$ cat config.mk
export PLATFORM = sky130hd
export DESIGN_NAME = ethernet_frame_classify_count
export DESIGN_NICKNAME = d
export VERILOG_FILES = /design/src/efcc_pkg.sv /design/src/efcc_ram.sv /design/src/efcc_capture.sv /design/src/efcc_engine.sv /design/src/ethernet_frame_classify_count.sv
export SDC_FILE = /design/constraint.sdc
export NUM_CORES = 1
export LEC_CHECK = 0
export ABC_AREA = 1
export ABC_CLOCK_PERIOD_IN_PS = 5600
export BUFFER_PORTS_ARGS = -buffer_cell sky130_fd_sc_hd__buf_2
export CAP_MARGIN = 20
export CORE_UTILIZATION = 63
export CTS_CLUSTER_DIAMETER = 100
export CTS_CLUSTER_SIZE = 40
export DETAILED_ROUTE_END_ITERATION = 8
export PLACE_DENSITY = 0.8
export SYNTH_ARGS = -nofsm -noshare
export SYNTH_HDL_FRONTEND = slang
export SYNTH_SLANG_ARGS = --single-unit
$ cat constraint.sdc
create_clock -name clk -period 5.6 [get_ports clk]
set_input_delay 1.12 -clock clk [delete_from_list [all_inputs] [get_ports clk]]
set_output_delay 1.12 -clock clk [all_outputs]
set_load 0.05 [all_outputs]
$ cat src/efcc_pkg.sv
// Shared types and constants for the frame classifier and event counters.
// No dependencies; every other file in src except efcc_ram imports this package.
package efcc_pkg;

  // Sizes
  localparam int MAX_FRAME_BYTES = 1518;
  localparam int CNT_BITS        = 32;
  localparam int NUM_CNT         = 18;
  localparam int POS_BITS        = $clog2(MAX_FRAME_BYTES + 1);
  localparam int ADDR_BITS       = $clog2(NUM_CNT);
  localparam int LIMIT_BITS      = 16;

  // Capture offsets within the frame
  localparam int OFS_ETYPE_HI = 12;
  localparam int OFS_ETYPE_LO = 13;
  localparam int OFS_V6_NH    = 20;
  localparam int OFS_V4_PROTO = 23;
  localparam int OFS_SPORT_HI = 34;
  localparam int OFS_SPORT_LO = 35;
  localparam int OFS_DPORT_HI = 36;
  localparam int OFS_DPORT_LO = 37;

  // Request and response kinds
  localparam logic REQ_BYTE = 1'b0;
  localparam logic REQ_READ = 1'b1;
  localparam logic RESP_FRAME = 1'b0;
  localparam logic RESP_COUNT = 1'b1;

  // Network classes
  localparam logic [1:0] NET_OTHER = 2'd0;
  localparam logic [1:0] NET_IPV4  = 2'd1;
  localparam logic [1:0] NET_ARP   = 2'd2;
  localparam logic [1:0] NET_IPV6  = 2'd3;

  // Transport classes
  localparam logic [2:0] TRN_NONE  = 3'd0;
  localparam logic [2:0] TRN_ICMP4 = 3'd1;
  localparam logic [2:0] TRN_ICMP6 = 3'd2;
  localparam logic [2:0] TRN_TCP   = 3'd3;
  localparam logic [2:0] TRN_UDP   = 3'd4;

  // Application classes
  localparam logic [2:0] APP_NONE  = 3'd0;
  localparam logic [2:0] APP_SMTP  = 3'd1;
  localparam logic [2:0] APP_HTTP  = 3'd2;
  localparam logic [2:0] APP_HTTPS = 3'd3;
  localparam logic [2:0] APP_DHCP  = 3'd4;
  localparam logic [2:0] APP_DNS   = 3'd5;

  // Protocol field values
  localparam logic [15:0] ETH_IPV4 = 16'h0800;
  localparam logic [15:0] ETH_ARP  = 16'h0806;
  localparam logic [15:0] ETH_IPV6 = 16'h86dd;
  localparam logic [7:0]  IP_ICMP4 = 8'h01;
  localparam logic [7:0]  IP_TCP   = 8'h06;
  localparam logic [7:0]  IP_UDP   = 8'h11;
  localparam logic [7:0]  IP_ICMP6 = 8'h3a;
  localparam logic [15:0] PORT_SMTP  = 16'h0019;
  localparam logic [15:0] PORT_HTTP  = 16'h0050;
  localparam logic [15:0] PORT_HTTPS = 16'h01bb;
  localparam logic [15:0] PORT_DHCP  = 16'h0043;
  localparam logic [15:0] PORT_DNS   = 16'h0035;

  // Counter map
  localparam logic [ADDR_BITS-1:0] CNT_TOTAL   = ADDR_BITS'(0);
  localparam logic [ADDR_BITS-1:0] CNT_IPV4    = ADDR_BITS'(1);
  localparam logic [ADDR_BITS-1:0] CNT_IPV6    = ADDR_BITS'(2);
  localparam logic [ADDR_BITS-1:0] CNT_ICMP4   = ADDR_BITS'(3);
  localparam logic [ADDR_BITS-1:0] CNT_ICMP6   = ADDR_BITS'(4);
  localparam logic [ADDR_BITS-1:0] CNT_ARP     = ADDR_BITS'(5);
  localparam logic [ADDR_BITS-1:0] CNT_TCP     = ADDR_BITS'(6);
  localparam logic [ADDR_BITS-1:0] CNT_UDP     = ADDR_BITS'(7);
  localparam logic [ADDR_BITS-1:0] CNT_SMTP_TX = ADDR_BITS'(8);
  localparam logic [ADDR_BITS-1:0] CNT_SMTP_RX = ADDR_BITS'(9);
  localparam logic [ADDR_BITS-1:0] CNT_HTTP_TX = ADDR_BITS'(10);
  localparam logic [ADDR_BITS-1:0] CNT_HTTP_RX = ADDR_BITS'(11);
  localparam logic [ADDR_BITS-1:0] CNT_HTTPS_TX = ADDR_BITS'(12);
  localparam logic [ADDR_BITS-1:0] CNT_HTTPS_RX = ADDR_BITS'(13);
  localparam logic [ADDR_BITS-1:0] CNT_DHCP_TX = ADDR_BITS'(14);
  localparam logic [ADDR_BITS-1:0] CNT_DHCP_RX = ADDR_BITS'(15);
  localparam logic [ADDR_BITS-1:0] CNT_DNS_TX  = ADDR_BITS'(16);
  localparam logic [ADDR_BITS-1:0] CNT_DNS_RX  = ADDR_BITS'(17);
  localparam logic [4:0] IDX_TOP_APP = 5'd18;

  typedef logic [CNT_BITS-1:0] cnt_t;

  typedef struct packed {
    logic       req_type;
    logic [7:0] data_byte;
    logic       last_byte;
    logic [4:0] counter_index;
  } in_item_t;

  typedef struct packed {
    logic        resp_kind;
    logic [1:0]  network_class;
    logic [2:0]  transport_class;
    logic [2:0]  app_by_dst_port;
    logic [2:0]  app_by_src_port;
    logic        frame_ignored;
    logic [31:0] counter_value;
  } out_item_t;

  // Header fields captured from one frame
  typedef struct packed {
    logic [15:0] ether_type;
    logic [7:0]  v6_next_hdr;
    logic [7:0]  v4_proto;
    logic [15:0] src_port;
    logic [15:0] dst_port;
  } hdr_t;

endpackage

$ cat src/efcc_ram.sv
// Generic single-write, single-read RAM with a registered read port.
// No dependencies.
module efcc_ram #(
  parameter int WIDTH = 32,
  parameter int DEPTH = 18
) (
  input  logic                     clk,
  input  logic                     we,
  input  logic [$clog2(DEPTH)-1:0] waddr,
  input  logic [WIDTH-1:0]         wdata,
  input  logic [$clog2(DEPTH)-1:0] raddr,
  output logic [WIDTH-1:0]         rdata
);

  logic [WIDTH-1:0] mem [DEPTH];

  // Write port and registered read
  always_ff @(posedge clk) begin
    if (we) begin
      mem[waddr] <= wdata;
    end
    rdata <= mem[raddr];
  end

endmodule

$ cat src/efcc_capture.sv
// Byte position tracking and header field capture for the frame in progress.
// Depends on efcc_pkg.
module efcc_capture import efcc_pkg::*; (
  input  logic       clk,
  input  logic       rst_n,
  input  logic       byte_acc,
  input  logic [7:0] data_byte,
  input  logic       last_byte,
  output hdr_t       hdr_nxt
);

  logic [POS_BITS-1:0] pos_r, pos_nxt;
  hdr_t                hdr_r;

  // Merge the incoming byte into the captured fields
  always_comb begin
    hdr_nxt = hdr_r;
    pos_nxt = pos_r;
    if (pos_r < POS_BITS'(MAX_FRAME_BYTES)) begin
      pos_nxt = pos_r + 1'b1;
      case (pos_r)
        POS_BITS'(OFS_ETYPE_HI): hdr_nxt.ether_type[15:8] = data_byte;
        POS_BITS'(OFS_ETYPE_LO): hdr_nxt.ether_type[7:0]  = data_byte;
        POS_BITS'(OFS_V6_NH):    hdr_nxt.v6_next_hdr      = data_byte;
        POS_BITS'(OFS_V4_PROTO): hdr_nxt.v4_proto         = data_byte;
        POS_BITS'(OFS_SPORT_HI): hdr_nxt.src_port[15:8]   = data_byte;
        POS_BITS'(OFS_SPORT_LO): hdr_nxt.src_port[7:0]    = data_byte;
        POS_BITS'(OFS_DPORT_HI): hdr_nxt.dst_port[15:8]   = data_byte;
        POS_BITS'(OFS_DPORT_LO): hdr_nxt.dst_port[7:0]    = data_byte;
        default: ;
      endcase
    end
  end

  // Advance on each byte, clear at frame end
  always_ff @(posedge clk) begin
    if (!rst_n) begin
      pos_r <= '0;
      hdr_r <= '0;
    end else if (byte_acc) begin
      if (last_byte) begin
        pos_r <= '0;
        hdr_r <= '0;
      end else begin
        pos_r <= pos_nxt;
        hdr_r <= hdr_nxt;
      end
    end
  end

endmodule

$ cat src/efcc_engine.sv
// Counter sequencer: read-modify-write of the event counter RAM at frame end,
// counter reads and the top application scan. Depends on efcc_pkg, efcc_ram.
module efcc_engine import efcc_pkg::*; (
  input  logic                  clk,
  input  logic                  rst_n,
  input  logic                  start_frame,
  input  logic                  start_read,
  input  logic [4:0]            rd_index,
  input  hdr_t                  hdr,
  input  logic [LIMIT_BITS-1:0] frame_limit,
  output logic                  idle,
  output logic                  res_valid,
  output out_item_t             res,
  input  logic                  res_take
);

  typedef enum logic [2:0] {
    ST_IDLE, ST_CHK, ST_NEXT, ST_WR, ST_RDRET, ST_SCAN, ST_RESP
  } state_t;

  typedef struct packed {
    logic [1:0] net;
    logic [2:0] trn;
    logic [2:0] adst;
    logic [2:0] asrc;
  } cls_t;

  state_t                state_r, state_nxt;
  cls_t                  cls_r, cls_nxt;
  logic [ADDR_BITS-1:0]  bump_addr_r [4];
  logic [ADDR_BITS-1:0]  bump_addr_nxt [4];
  logic [3:0]            bump_vld_r, bump_vld_nxt;
  logic [2:0]            slot_r, slot_nxt;
  logic [ADDR_BITS-1:0]  addr_r, addr_nxt;
  cnt_t                  best_v_r, best_v_nxt;
  logic [2:0]            best_c_r, best_c_nxt;
  logic [2:0]            scan_app_r, scan_app_nxt;
  out_item_t             res_r, res_nxt;
  logic [NUM_CNT-1:0]    cnt_vld_r, cnt_vld_nxt;
  logic                  rvld_r, rvld_nxt;

  logic                  ram_we;
  logic [ADDR_BITS-1:0]  ram_waddr, ram_raddr;
  cnt_t                  ram_wdata, ram_rdata, rd_val;
  cls_t                  cls_new;

  efcc_ram #(.WIDTH(CNT_BITS), .DEPTH(NUM_CNT)) u_cnt_ram (
    .clk   (clk),
    .we    (ram_we),
    .waddr (ram_waddr),
    .wdata (ram_wdata),
    .raddr (ram_raddr),
    .rdata (ram_rdata)
  );

  function automatic logic [2:0] tcp_app(logic [15:0] port);
    if (port == PORT_SMTP)  return APP_SMTP;
    if (port == PORT_HTTP)  return APP_HTTP;
    if (port == PORT_HTTPS) return APP_HTTPS;
    return APP_NONE;
  endfunction

  function automatic logic [2:0] udp_app(logic [15:0] port);
    if (port == PORT_DHCP) return APP_DHCP;
    if (port == PORT_DNS)  return APP_DNS;
    return APP_NONE;
  endfunction

  function automatic logic [ADDR_BITS-1:0] app_addr(logic [2:0] app, logic rx);
    case (app)
      APP_SMTP:  return rx ? CNT_SMTP_RX  : CNT_SMTP_TX;
      APP_HTTP:  return rx ? CNT_HTTP_RX  : CNT_HTTP_TX;
      APP_HTTPS: return rx ? CNT_HTTPS_RX : CNT_HTTPS_TX;
      APP_DHCP:  return rx ? CNT_DHCP_RX  : CNT_DHCP_TX;
      APP_DNS:   return rx ? CNT_DNS_RX   : CNT_DNS_TX;
      default:   return CNT_TOTAL;
    endcase
  endfunction

  function automatic logic [31:0] clamp32(cnt_t v);
    logic [63:0] w;
    w = 64'(v);
    return (w > 64'hffff_ffff) ? 32'hffff_ffff : w[31:0];
  endfunction

  // Classify the finished frame's header
  always_comb begin
    cls_new = '0;
    case (hdr.ether_type)
      ETH_IPV4: begin
        cls_new.net = NET_IPV4;
        case (hdr.v4_proto)
          IP_ICMP4: cls_new.trn = TRN_ICMP4;
          IP_TCP: begin
            cls_new.trn  = TRN_TCP;
            cls_new.adst = tcp_app(hdr.dst_port);
            cls_new.asrc = tcp_app(hdr.src_port);
          end
          IP_UDP: begin
            cls_new.trn  = TRN_UDP;
            cls_new.adst = udp_app(hdr.dst_port);
            cls_new.asrc = udp_app(hdr.src_port);
          end
          default: ;
        endcase
      end
      ETH_ARP: cls_new.net = NET_ARP;
      ETH_IPV6: begin
        cls_new.net = NET_IPV6;
        case (hdr.v6_next_hdr)
          IP_ICMP6: cls_new.trn = TRN_ICMP6;
          IP_TCP:   cls_new.trn = TRN_TCP;
          IP_UDP:   cls_new.trn = TRN_UDP;
          default: ;
        endcase
      end
      default: ;
    endcase
  end

  // Invalid (never written) entries read as zero
  assign rd_val = rvld_r ? ram_rdata : '0;

  // Sequencer
  always_comb begin
    state_nxt     = state_r;
    cls_nxt       = cls_r;
    bump_addr_nxt = bump_addr_r;
    bump_vld_nxt  = bump_vld_r;
    slot_nxt      = slot_r;
    addr_nxt      = addr_r;
    best_v_nxt    = best_v_r;
    best_c_nxt    = best_c_r;
    scan_app_nxt  = scan_app_r;
    res_nxt       = res_r;
    cnt_vld_nxt   = cnt_vld_r;
    ram_we        = 1'b0;
    ram_waddr     = addr_r;
    ram_wdata     = rd_val;
    ram_raddr     = CNT_TOTAL;

    case (state_r)
      ST_IDLE: begin
        if (start_frame) begin
          // Latch classes and the list of counters to bump, fetch the total
          cls_nxt = cls_new;
          case (cls_new.net)
            NET_IPV4: bump_addr_nxt[0] = CNT_IPV4;
            NET_ARP:  bump_addr_nxt[0] = CNT_ARP;
            default:  bump_addr_nxt[0] = CNT_IPV6;
          endcase
          case (cls_new.trn)
            TRN_ICMP4: bump_addr_nxt[1] = CNT_ICMP4;
            TRN_ICMP6: bump_addr_nxt[1] = CNT_ICMP6;
            TRN_TCP:   bump_addr_nxt[1] = CNT_TCP;
            default:   bump_addr_nxt[1] = CNT_UDP;
          endcase
          bump_addr_nxt[2] = app_addr(cls_new.adst, 1'b0);
          bump_addr_nxt[3] = app_addr(cls_new.asrc, 1'b1);
          bump_vld_nxt = {cls_new.asrc != APP_NONE, cls_new.adst != APP_NONE,
                          cls_new.trn != TRN_NONE, cls_new.net != NET_OTHER};
          ram_raddr = CNT_TOTAL;
          state_nxt = ST_CHK;
        end else if (start_read) begin
          res_nxt = '0;
          res_nxt.resp_kind = RESP_COUNT;
          if (rd_index < 5'(NUM_CNT)) begin
            ram_raddr = rd_index[ADDR_BITS-1:0];
            state_nxt = ST_RDRET;
          end else if (rd_index == IDX_TOP_APP) begin
            ram_raddr    = app_addr(APP_SMTP, 1'b0);
            scan_app_nxt = APP_SMTP;
            best_v_nxt   = '0;
            best_c_nxt   = APP_SMTP;
            state_nxt    = ST_SCAN;
          end else begin
            state_nxt = ST_RESP;
          end
        end
      end

      ST_CHK: begin
        res_nxt = '0;
        res_nxt.resp_kind = RESP_FRAME;
        if (64'(rd_val) >= 64'(frame_limit) || rd_val == '1) begin
          // Drop the frame: no counter moves
          res_nxt.frame_ignored = 1'b1;
          state_nxt = ST_RESP;
        end else begin
          ram_we      = 1'b1;
          ram_waddr   = CNT_TOTAL;
          ram_wdata   = rd_val + 1'b1;
          cnt_vld_nxt[CNT_TOTAL] = 1'b1;
          res_nxt.network_class   = cls_r.net;
          res_nxt.transport_class = cls_r.trn;
          res_nxt.app_by_dst_port = cls_r.adst;
          res_nxt.app_by_src_port = cls_r.asrc;
          slot_nxt  = '0;
          state_nxt = ST_NEXT;
        end
      end

      ST_NEXT: begin
        if (slot_r == 3'd4) begin
          state_nxt = ST_RESP;
        end else if (bump_vld_r[slot_r[1:0]]) begin
          ram_raddr = bump_addr_r[slot_r[1:0]];
          addr_nxt  = bump_addr_r[slot_r[1:0]];
          state_nxt = ST_WR;
        end else begin
          slot_nxt = slot_r + 1'b1;
        end
      end

      ST_WR: begin
        // Saturating increment, write back
        ram_we    = 1'b1;
        ram_waddr = addr_r;
        ram_wdata = (rd_val == '1) ? rd_val : rd_val + 1'b1;
        cnt_vld_nxt[addr_r] = 1'b1;
        slot_nxt  = slot_r + 1'b1;
        state_nxt = ST_NEXT;
      end

      ST_RDRET: begin
        res_nxt.counter_value = clamp32(rd_val);
        state_nxt = ST_RESP;
      end

      ST_SCAN: begin
        // First strict maximum wins
        if (rd_val > best_v_r) begin
          best_v_nxt = rd_val;
          best_c_nxt = scan_app_r;
        end
        if (scan_app_r == APP_DNS) begin
          res_nxt.counter_value = 32'((rd_val > best_v_r) ? scan_app_r : best_c_r);
          state_nxt = ST_RESP;
        end else begin
          scan_app_nxt = scan_app_r + 1'b1;
          ram_raddr    = app_addr(scan_app_r + 1'b1, 1'b0);
        end
      end

      ST_RESP: begin
        if (res_take) begin
          state_nxt = ST_IDLE;
        end
      end

      default: state_nxt = ST_IDLE;
    endcase

    rvld_nxt = (ram_raddr < ADDR_BITS'(NUM_CNT)) && cnt_vld_r[ram_raddr];
  end

  // State and registered outputs
  always_ff @(posedge clk) begin
    if (!rst_n) begin
      state_r   <= ST_IDLE;
      cnt_vld_r <= '0;
      rvld_r    <= 1'b0;
    end else begin
      state_r   <= state_nxt;
      cnt_vld_r <= cnt_vld_nxt;
      rvld_r    <= rvld_nxt;
    end
    cls_r       <= cls_nxt;
    bump_addr_r <= bump_addr_nxt;
    bump_vld_r  <= bump_vld_nxt;
    slot_r      <= slot_nxt;
    addr_r      <= addr_nxt;
    best_v_r    <= best_v_nxt;
    best_c_r    <= best_c_nxt;
    scan_app_r  <= scan_app_nxt;
    res_r       <= res_nxt;
  end

  assign idle      = (state_r == ST_IDLE);
  assign res_valid = (state_r == ST_RESP);
  assign res       = res_r;

  // Counter RAM is only written while a frame is being accounted
  a_no_write_idle: assert property (@(posedge clk) disable iff (!rst_n)
    (state_r == ST_IDLE || state_r == ST_RESP) |-> !ram_we)
    else $error("counter write outside frame accounting");

  // An ignored frame carries no classes
  a_ignored_clean: assert property (@(posedge clk) disable iff (!rst_n)
    (res_valid && res.frame_ignored) |->
      (res.network_class == NET_OTHER && res.transport_class == TRN_NONE &&
       res.app_by_dst_port == APP_NONE && res.app_by_src_port == APP_NONE))
    else $error("ignored frame with class fields set");

  // A frame end always starts with the total counter check
  a_frame_checks_total: assert property (@(posedge clk) disable iff (!rst_n)
    (idle && start_frame) |=> (state_r == ST_CHK))
    else $error("frame end did not fetch the total counter");

  // Top application result is a valid application code
  a_top_app_code: assert property (@(posedge clk) disable iff (!rst_n)
    (state_r == ST_SCAN && state_nxt == ST_RESP) |=>
      (res.counter_value >= 32'(APP_SMTP) && res.counter_value <= 32'(APP_DNS)))
    else $error("top application code out of range");

endmodule

$ cat src/ethernet_frame_classify_count.sv
// Top level: Ethernet frame classifier with saturating event counters.
// Depends on efcc_pkg, efcc_capture, efcc_engine (and efcc_ram below it).
//
//   channel | ports                     | payload
//   --------+---------------------------+--------------------------
//   input   | in_valid / in_ready       | in_data  (in_item_t)
//   result  | out_valid / out_ready     | out_data (out_item_t)
//   config  | cfg_valid / cfg_ready     | cfg_data (frame limit, 16 bit)
//
// Bytes without the last mark leave the engine idle, so they stream at one
// per cycle while it is idle. A last byte makes the engine check the total
// counter, then read-modify-write each class counter bumped, one RAM entry at
// a time; an ignored frame skips these. A counter read fetches one entry, the
// top application scan the five application TX counters, an out-of-range
// index none. Reset is synchronous; the 18 counters clear at once through
// per-entry valid bits. A stalled result holds in the output register while
// the input side keeps taking bytes; a new frame end waits for it.
module ethernet_frame_classify_count import efcc_pkg::*; (
  input  logic                  clk,
  input  logic                  rst_n,
  input  logic                  in_valid,
  output logic                  in_ready,
  input  in_item_t              in_data,
  output logic                  out_valid,
  input  logic                  out_ready,
  output out_item_t             out_data,
  input  logic                  cfg_valid,
  output logic                  cfg_ready,
  input  logic [LIMIT_BITS-1:0] cfg_data
);

  logic [LIMIT_BITS-1:0] limit_r;
  logic                  out_valid_r;
  out_item_t             out_data_r;
  logic                  in_acc, byte_acc;
  logic                  eng_idle, res_valid, res_take;
  out_item_t             res;
  hdr_t                  hdr_nxt;

  assign in_ready  = eng_idle;
  assign in_acc    = in_valid && in_ready;
  assign byte_acc  = in_acc && (in_data.req_type == REQ_BYTE);
  assign cfg_ready = 1'b1;

  efcc_capture u_capture (
    .clk       (clk),
    .rst_n     (rst_n),
    .byte_acc  (byte_acc),
    .data_byte (in_data.data_byte),
    .last_byte (in_data.last_byte),
    .hdr_nxt   (hdr_nxt)
  );

  efcc_engine u_engine (
    .clk         (clk),
    .rst_n       (rst_n),
    .start_frame (byte_acc && in_data.last_byte),
    .start_read  (in_acc && (in_data.req_type == REQ_READ)),
    .rd_index    (in_data.counter_index),
    .hdr         (hdr_nxt),
    .frame_limit (limit_r),
    .idle        (eng_idle),
    .res_valid   (res_valid),
    .res         (res),
    .res_take    (res_take)
  );

  // Move a result into the output register when it is free or draining
  assign res_take = res_valid && (!out_valid_r || out_ready);

  always_ff @(posedge clk) begin
    if (!rst_n) begin
      limit_r     <= LIMIT_BITS'(10);
      out_valid_r <= 1'b0;
    end else begin
      if (cfg_valid && cfg_ready) begin
        limit_r <= cfg_data;
      end
      if (res_take) begin
        out_valid_r <= 1'b1;
      end else if (out_ready) begin
        out_valid_r <= 1'b0;
      end
    end
    if (res_take) begin
      out_data_r <= res;
    end
  end

  assign out_valid = out_valid_r;
  assign out_data  = out_data_r;

endmodule
==> impl_results.md, run 1 <==
- Core Util, Final: 68.0%
- FF+latch area: 0.0252 sq mm
- Final worst path period share: 84.4%
- Fmax: 211 MHz
- CTS resizes: 0
- FF+latch count, synth: 888
- Total Wirelength: 102000 um
- # DRC: 0
- DR iter-0 viols: 3405
- Worst path arrival time: 5050 ps
- First-pass DRT Iterations: 7
- Commonest cells in the synthesized netlist: 1332 x nand2_1, 742 x edfxtp_1, 388 x nor2_1
- # nets final: 4164
- Worst setup SP type: flop
- Postcts setup bufs: 0
- GR Overflow Total: 0
- Clk_skew: 46.5 ps
- Worst-path clk slew: 130 ps
- Clock Root Buffer: clkbuf_16
- Fin. max-slew vios: 0
- Initial antenna violation count: 4
- # Max-Cap Violations: 0
- Top_reg_cell synth: edfxtp_1
- LEAKAGE: 0.0165 uW
- Syn nets: 4136
- Vias in the first global route: 26.8k
- Post-synthesis instance area: 0.0395 sq mm
- Pin count of the biggest net entering global routing: 199
- Final Hold Viols: 0
- Outcome: finished clean
- Dominant cell type by area after synthesis: edfxtp_1
- Clock Path Buffers: 3
- Crit-path max FO: 26
- RSZ-0062 raised after global routing: no
- Ports: 84
- CP cell instances: buf_4, nand2_1, inv_1, ha_1, a21oi_1, o21ai_0, a21oi_1, a21boi_0, nand3_1, nor2_2, inv_2, nand2_2, nand3_1, o21ai_1
- CP endpoint kind: flop
- All-Layer GR Usage: 31.8%
- HPWL Detailed: 63800 um
- H-Tree Depth: 1
- Num rows: 91
- Antenna-violating nets left: 0
- Core area: 0.0618 sq mm
- Number of buffers created by CTS: 30
- Worst IR drop on VDD: 309 uV
- Vias: 28.7k
- Clk_lat worst skew: 680 ps
- TritonCTS clock tree: yes
- Buf+Inv Stages, Crit Path: 3
- Crit path max-delay family: compound AO/OA/AOI/OAI gates
- Post-DR wirelength/cell: 20.7 um
- Die height: 252 um
- Fin crit period: 4730 ps
- Starting density of the core: 63.8%
- Critical Path Max Stage Delay: 910 ps
- Multi-input logic area: 0.0125 sq mm
- Setup Crit Path Kind: flop to flop
- Hold_buf cts: 0
- YS warnings: 0
- IO buf count: 82
- RePlAce Congestion: 0.933
- Post-synth EDFFs: 742
- Unique masters post-synth: 53
- HP Class: flop to flop
- DIE AREA: 0.0636 sq mm
- Final setup violating endpoints: 0
- Asr flop ratio synth: 0%
- Worst Tran Pin Value: 1130 ps
- Setup TNS: 0 ps
- Layout cells sized above 1: 8.34%
- CP required: 5920 ps
- Die W: 252 um
- Average size of a mapped cell: 9.77 sq um
- Post-synthesis cell count: 4038
- Top-count cell post-synth: nand2_1
- Slowest CP cell: o21ai_1
- Power per standard cell area: 368 mW/mm^2
- Post-synthesis sequential area ratio: 63.9%
- Post-synth top area share: 56.5%
- CTS Sinks: 888
- Synth top area cells: edfxtp_1 56%, nand2_1 13%, dfxtp_1 7.4%, nor2_1 3.7%, nand3_1 3.4%
- First-pass GRT wire length: 154000 um
- Relative slew margins: 24.4%
- Area growth syn-to-layout: 6.59%
- Drt via density: 5.83
- Filler cell count: 4601
[placed cells by master (no fill, tap or decap), types with 6 or more instances in the layout]
cell          n
o21ai_2       6
nand3_1     271
nor4_1        8
o211ai_1     23
clkbuf_16    31
a22oi_1      12
buf_4        75
dfxtp_1     146
nand4_1      28
nand3_2       6
or2_0         8
o21ai_0     162
xor2_1       22
buf_2        82
buf_12        6
o21ai_1      23
inv_2        16
nor2_1      373
edfxtp_1    742
nor2_2       12
inv_1       270
nand3b_1      7
a21oi_1     199
nor2_4       27
ha_1         62
nand2_1    1332
clkbuf_1      9
nand2_2      18
nor3_1       28
or2_2        30
[power breakdown]
group          internal (uW)  switching [uW]  leakage [uW]
clock network           1160            2040      0.000511
logic                    960            3040       0.00792
registers               8020             264       0.00808
total                  10100            5340        0.0165
[sequential cells by signal, indices dropped and copies added, names as in the netlist, 11 cells and up]
name,cells
u_engine.best_v_r,32
u_engine.res,45
u_engine.u_cnt_ram.rdata,32
limit_r,16
u_capture.pos_r,11
u_capture.hdr_r,64
u_engine.u_cnt_ram.mem,576
u_engine.cnt_vld_r,18
u_engine.bump_addr_r,15
out_data,45
u_engine.cls_r,11
[routing by layer]
| layer | track usage [%] | part of all wire, % | vias up |
|---|---|---|---|
| met1 | 41.7 | 38 | 13600 |
| met4 | 13.3 | 4.5 | 6 |
| met3 | 4.21 | 8.8 | 254 |
| met5 | 0 | 0.033 | - |
| met2 | 53.7 | 48 | 1374 |
| li1 | - | - | 13500 |
[path summary, 6_finish.rpt]
path	to	cells after the start	slack (ps)	startpoint
worst max-delay path	u_engine.u_cnt_ram.mem[13][19]	14	870	u_engine.rvld_r
worst min-delay path	out_data[44]	0	420	u_engine.res[44]
worst max register to register	u_engine.u_cnt_ram.mem[13][19]	14	870	u_engine.rvld_r
worst min register to register	out_data[44]	0	420	u_engine.res[44]
[final cells by class]
type,instances,share of cell area [%]
diodes,1,0.00595
repair buffers,163,2.60
multi-input cells,2692,29.8
well taps,837,2.49
clock inverters,16,0.660
inverters,291,2.62
clock buffers,40,1.92
flip-flops and latches,888,59.9
[per-stage QoR]
step | setup slack, ps | total power (uW) | hold slack (ps) | area, sq um | std cells
6_report | 872 | 15500 | 419 | 42100 | 4928
5_1_grt | 611 | 16100 | 430 | 42100 | 4927
4_1_cts | 936 | 15400 | 418 | 42000 | 4924
3_5_place_dp | 970 | 12300 | 405 | 40900 | 4868
3_3_place_gp | 1140 | 12200 | 400 | 40900 | 4868
2_1_floorplan | 852 | 10800 | 400 | 39500 | 4038
[cells by family (layout without fill, tap and decap cells)]
family          count (synthesis)  count (layout)  synth area share [%]
compound gates                441             441                  5.91
xor+xnor                       24              24                 0.533
fa+ha+maj                      62              62                  1.97
buf+inv                       458             510                  4.90
flops                         888             888                  63.9
other cells                     1               2               0.00950
simple gates                 2164            2164                  22.8
No activity file was read; power rests on OpenSTA's default activity.
==> inputs of run 2 (changes only) <==
--- a/config.mk
+++ b/config.mk
@@ -6,14 +6,14 @@
 export NUM_CORES = 1
 export LEC_CHECK = 0
 export ABC_AREA = 1
-export ABC_CLOCK_PERIOD_IN_PS = 5600
+export ABC_CLOCK_PERIOD_IN_PS = 3800
 export BUFFER_PORTS_ARGS = -buffer_cell sky130_fd_sc_hd__buf_2
 export CAP_MARGIN = 20
-export CORE_UTILIZATION = 63
+export CORE_UTILIZATION = 57
 export CTS_CLUSTER_DIAMETER = 100
 export CTS_CLUSTER_SIZE = 40
 export DETAILED_ROUTE_END_ITERATION = 8
-export PLACE_DENSITY = 0.8
+export PLACE_DENSITY = 0.76
 export SYNTH_ARGS = -nofsm -noshare
 export SYNTH_HDL_FRONTEND = slang
 export SYNTH_SLANG_ARGS = --single-unit
==> constraint.sdc (replaced) <==
create_clock -name clk -period 3.8 [get_ports clk]
set_input_delay 0.76 -clock clk [delete_from_list [all_inputs] [get_ports clk]]
set_output_delay 0.76 -clock clk [all_outputs]
set_load 0.05 [all_outputs]
==> impl_results.md, run 2 (synthesized netlist as in run 1, its figures left out) <==
- Setup TNS: 0 ps (unchanged)
- Fin crit period: 3610 ps (-1120 ps)
- HP Class: input pin to flop
- Final worst path period share: 95.0% (+11 points)
- Core area: 0.0686 sq mm (+11%)
- Top cell by count, worst path: nand2_1
- DIE AREA: 0.0703 sq mm (+10%)
- Power per standard cell area: 536 mW/mm^2 (+46%)
- Worst-path clk slew: 140 ps (about the same)
- Area growth syn-to-layout: 8.41%
- Initial antenna violation count: 4 (unchanged)
- Num rows: 96 (+5.5%)
- IO buf count: 82 (unchanged)
- Filler cell count: 5467 (+19%)
- HPWL Detailed: 64400 um (+0.99%)
- RePlAce Congestion: 1.02 (+8.8%)
- FF-to-FF path depth: 16 (+2)
- Max reg flops: 576 (unchanged)
- Clk_skew: 47.6 ps (+1.05 ps)
- RR Startpoint: u_engine.rvld_r
- DR iter-0 viols: 3383 (-0.65%)
- Antenna-violating nets left: 0 (unchanged)
- CP cell instances: buf_12, buf_4, nand2_1, inv_1, ha_1, nand2_1, nor2_1, nand2_1, nand2_1, a21boi_0, nand3_1, nor2_2, inv_2, nand2_2, nand3_1, o21ai_1
- Leading cell type in the layout, fill and taps excluded: nand2_1
- Worst Tran Pin Value: 1130 ps (+0.0790 ps)
- RSZ-0062 raised after global routing: no
- Post-DR wirelength/cell: 19.8 um (-4.3%)
- # Max-Cap Violations: 0 (unchanged)
- CTS resizes: 0 (unchanged)
- Vias in the first global route: 26.3k (-1.9%)
- Reg2reg end: u_engine.u_cnt_ram.mem[1][19]
- First-pass GRT wire length: 152000 um (-1.1%)
- Clock group share of total power: 19.7% (-1.0 points)
- Total Wirelength: 101000 um (-1.1%)
- Reg2reg setup slack: 190 ps (-680 ps)
- Critical Path Max Stage Delay: 880 ps (-30 ps)
- CP required: 4120 ps (-1800 ps)
- Postcts setup bufs: 0 (unchanged)
- Drt via density: 5.59 (-4.1%)
- Die height: 265 um (+5.1%)
- NetSw: 7850 uW (+47%)
- Clk_lat worst skew: 670 ps (about the same)
- Clock Root Buffer: clkbuf_16
- GR Overflow Total: 0 (unchanged)
- Fmax: 277 MHz (+31%)
- Sequential power share: 53.2% (-0.3 points)
- Worst path arrival time: 3930 ps (-1120 ps)
- CTS Sinks: 888 (unchanged)
- # DRC: 0 (unchanged)
- H-Tree Depth: 1 (unchanged)
- Vias: 28.5k (-0.85%)
- Pin count of the biggest net entering global routing: 89 (-55%)
- Hold_buf cts: 0 (unchanged)
- Relative slew margins: 24.4% (about the same)
- # nets final: 4237 (+1.8%)
- Switching share of power: 34.2% (-0.28 points)
- TritonCTS clock tree: yes
- LEAKAGE: 0.0168 uW (+2.0%)
- First-pass DRT Iterations: 6 (-1)
- Worst setup SP type: flop
- Worst setup path start: u_engine.rvld_r
- Clock Path Buffers: 3 (unchanged)
- Number of buffers created by CTS: 29 (-3.3%)
- DP Area: 0.0418 sq mm (+2.0%)
- Most frequent cells in the layout: 1332 x nand2_1, 742 x edfxtp_1, 373 x nor2_1
- All-Layer GR Usage: 28.4% (-3.5 points)
- Biggest register: u_engine.u_cnt_ram.mem
- Largest registers: u_engine.u_cnt_ram.mem x576, u_capture.hdr_r x64
- Final setup violating endpoints: 0 (unchanged)
- CP endpoint kind: flop
- Ports: 84 (unchanged)
- Die W: 265 um (+5.1%)
- Crit-path max FO: 18 (-31%)
- Final Cell Area: 0.0428 sq mm (+1.7%)
- CP Capture Point: u_engine.u_cnt_ram.mem[1][19]
- Setup Crit Path Kind: flop to flop
- Slowest CP cell: o21ai_1
- Starting density of the core: 57.5% (-6.3 points)
- Fin. max-slew vios: 0 (unchanged)
- Worst IR drop on VDD: 480 uV (+55%)
- Outcome: finished clean
- Logic pwr share: 27.1% (+1.3 points)
- Final Hold Viols: 0 (unchanged)
- Int Pwr: 15100 uW (+49%)
- Layout cells sized above 1: 9.71% (+1.4 points)
==> run 2: cell types whose count changed in the layout (fill, tap and decap cells not counted), moves of 3 or more <==
cell / change
buf_12: +13
o21ai_2: -5
clkinv_8: -5
clkbuf_1: +3
buf_4: +60
o21ai_1: +4
==> run 2: per-stage QoR <==
| step | hold WS, ps | setup slack, ps | util, % | power (uW) | cells |
|---|---|---|---|---|---|
| after detailed placement | 405 | 333 | 60.9 | 18500 | 5036 |
| final | 329 | 190 | 62.4 | 22900 | 5094 |
| after global placement | 401 | 364 | 60.9 | 18400 | 5036 |
| after floorplan | 400 | 95.2 | - | 16000 | 4038 |
| after global routing | 321 | 12.1 | 62.4 | 23900 | 5093 |
| after CTS | 302 | 285 | 62.3 | 22900 | 5090 |
==> run 2: worst max-delay path, delay by kind of cell (launching register included) <==
| family | cells | cell delay (ps) |
|---|---|---|
| buf+inv | 4 | 610 |
| compound gates | 2 | 1080 |
| fa+ha+maj | 1 | 250 |
| simple gates | 9 | 920 |
| flops | 1 | 380 |
==> run 2: layer usage <==
metal  vias up  GRT usage (%)  part of all wire (%)
met5         -              0                 0.041
li1      13600              -                     -
met2      1165           46.8                    48
met3       204           3.12                   8.0
met1     13500           38.9                    40
met4         6           10.7                   3.9
==> run 2: power by group through the flow <==
| stage | registers, uW | clock network (uW) | logic [uW] |
|---|---|---|---|
| 2_1_floorplan | 12400 | 0 | 3530 |
| 3_3_place_gp | 12400 | 0 | 6010 |
| 3_5_place_dp | 12400 | 0 | 6110 |
| 4_1_cts | 12200 | 4570 | 6140 |
| 5_1_grt | 12200 | 4860 | 6750 |
| 6_report | 12200 | 4520 | 6220 |
==> run 2: worst min path at each step <==
stage                     startpoint      endpoint  cells after the start
global placement    u_engine.res[28]  out_data[28]                      0
floorplan            u_engine.res[0]   out_data[0]                      0
CTS                      cfg_data[3]    limit_r[3]                      3
finish                   cfg_data[3]    limit_r[3]                      3
detailed placement  u_engine.res[17]  out_data[17]                      0
global route             cfg_data[0]    limit_r[0]                      3
==> run 2: final cells by class <==
class / count / area [sq um] / area share, %
Timing Repair Buffer: 237 / 1820 / 4.25
Inverter: 291 / 1100 / 2.57
Clock inverter: 12 / 178 / 0.415
Sequential cell: 888 / 25200 / 58.9
Tap cell: 931 / 1160 / 2.72
Multi-Input combinational cell: 2692 / 12500 / 29.2
Antenna cell: 1 / 2.50 / 0.00585
Clock buffer: 42 / 796 / 1.86
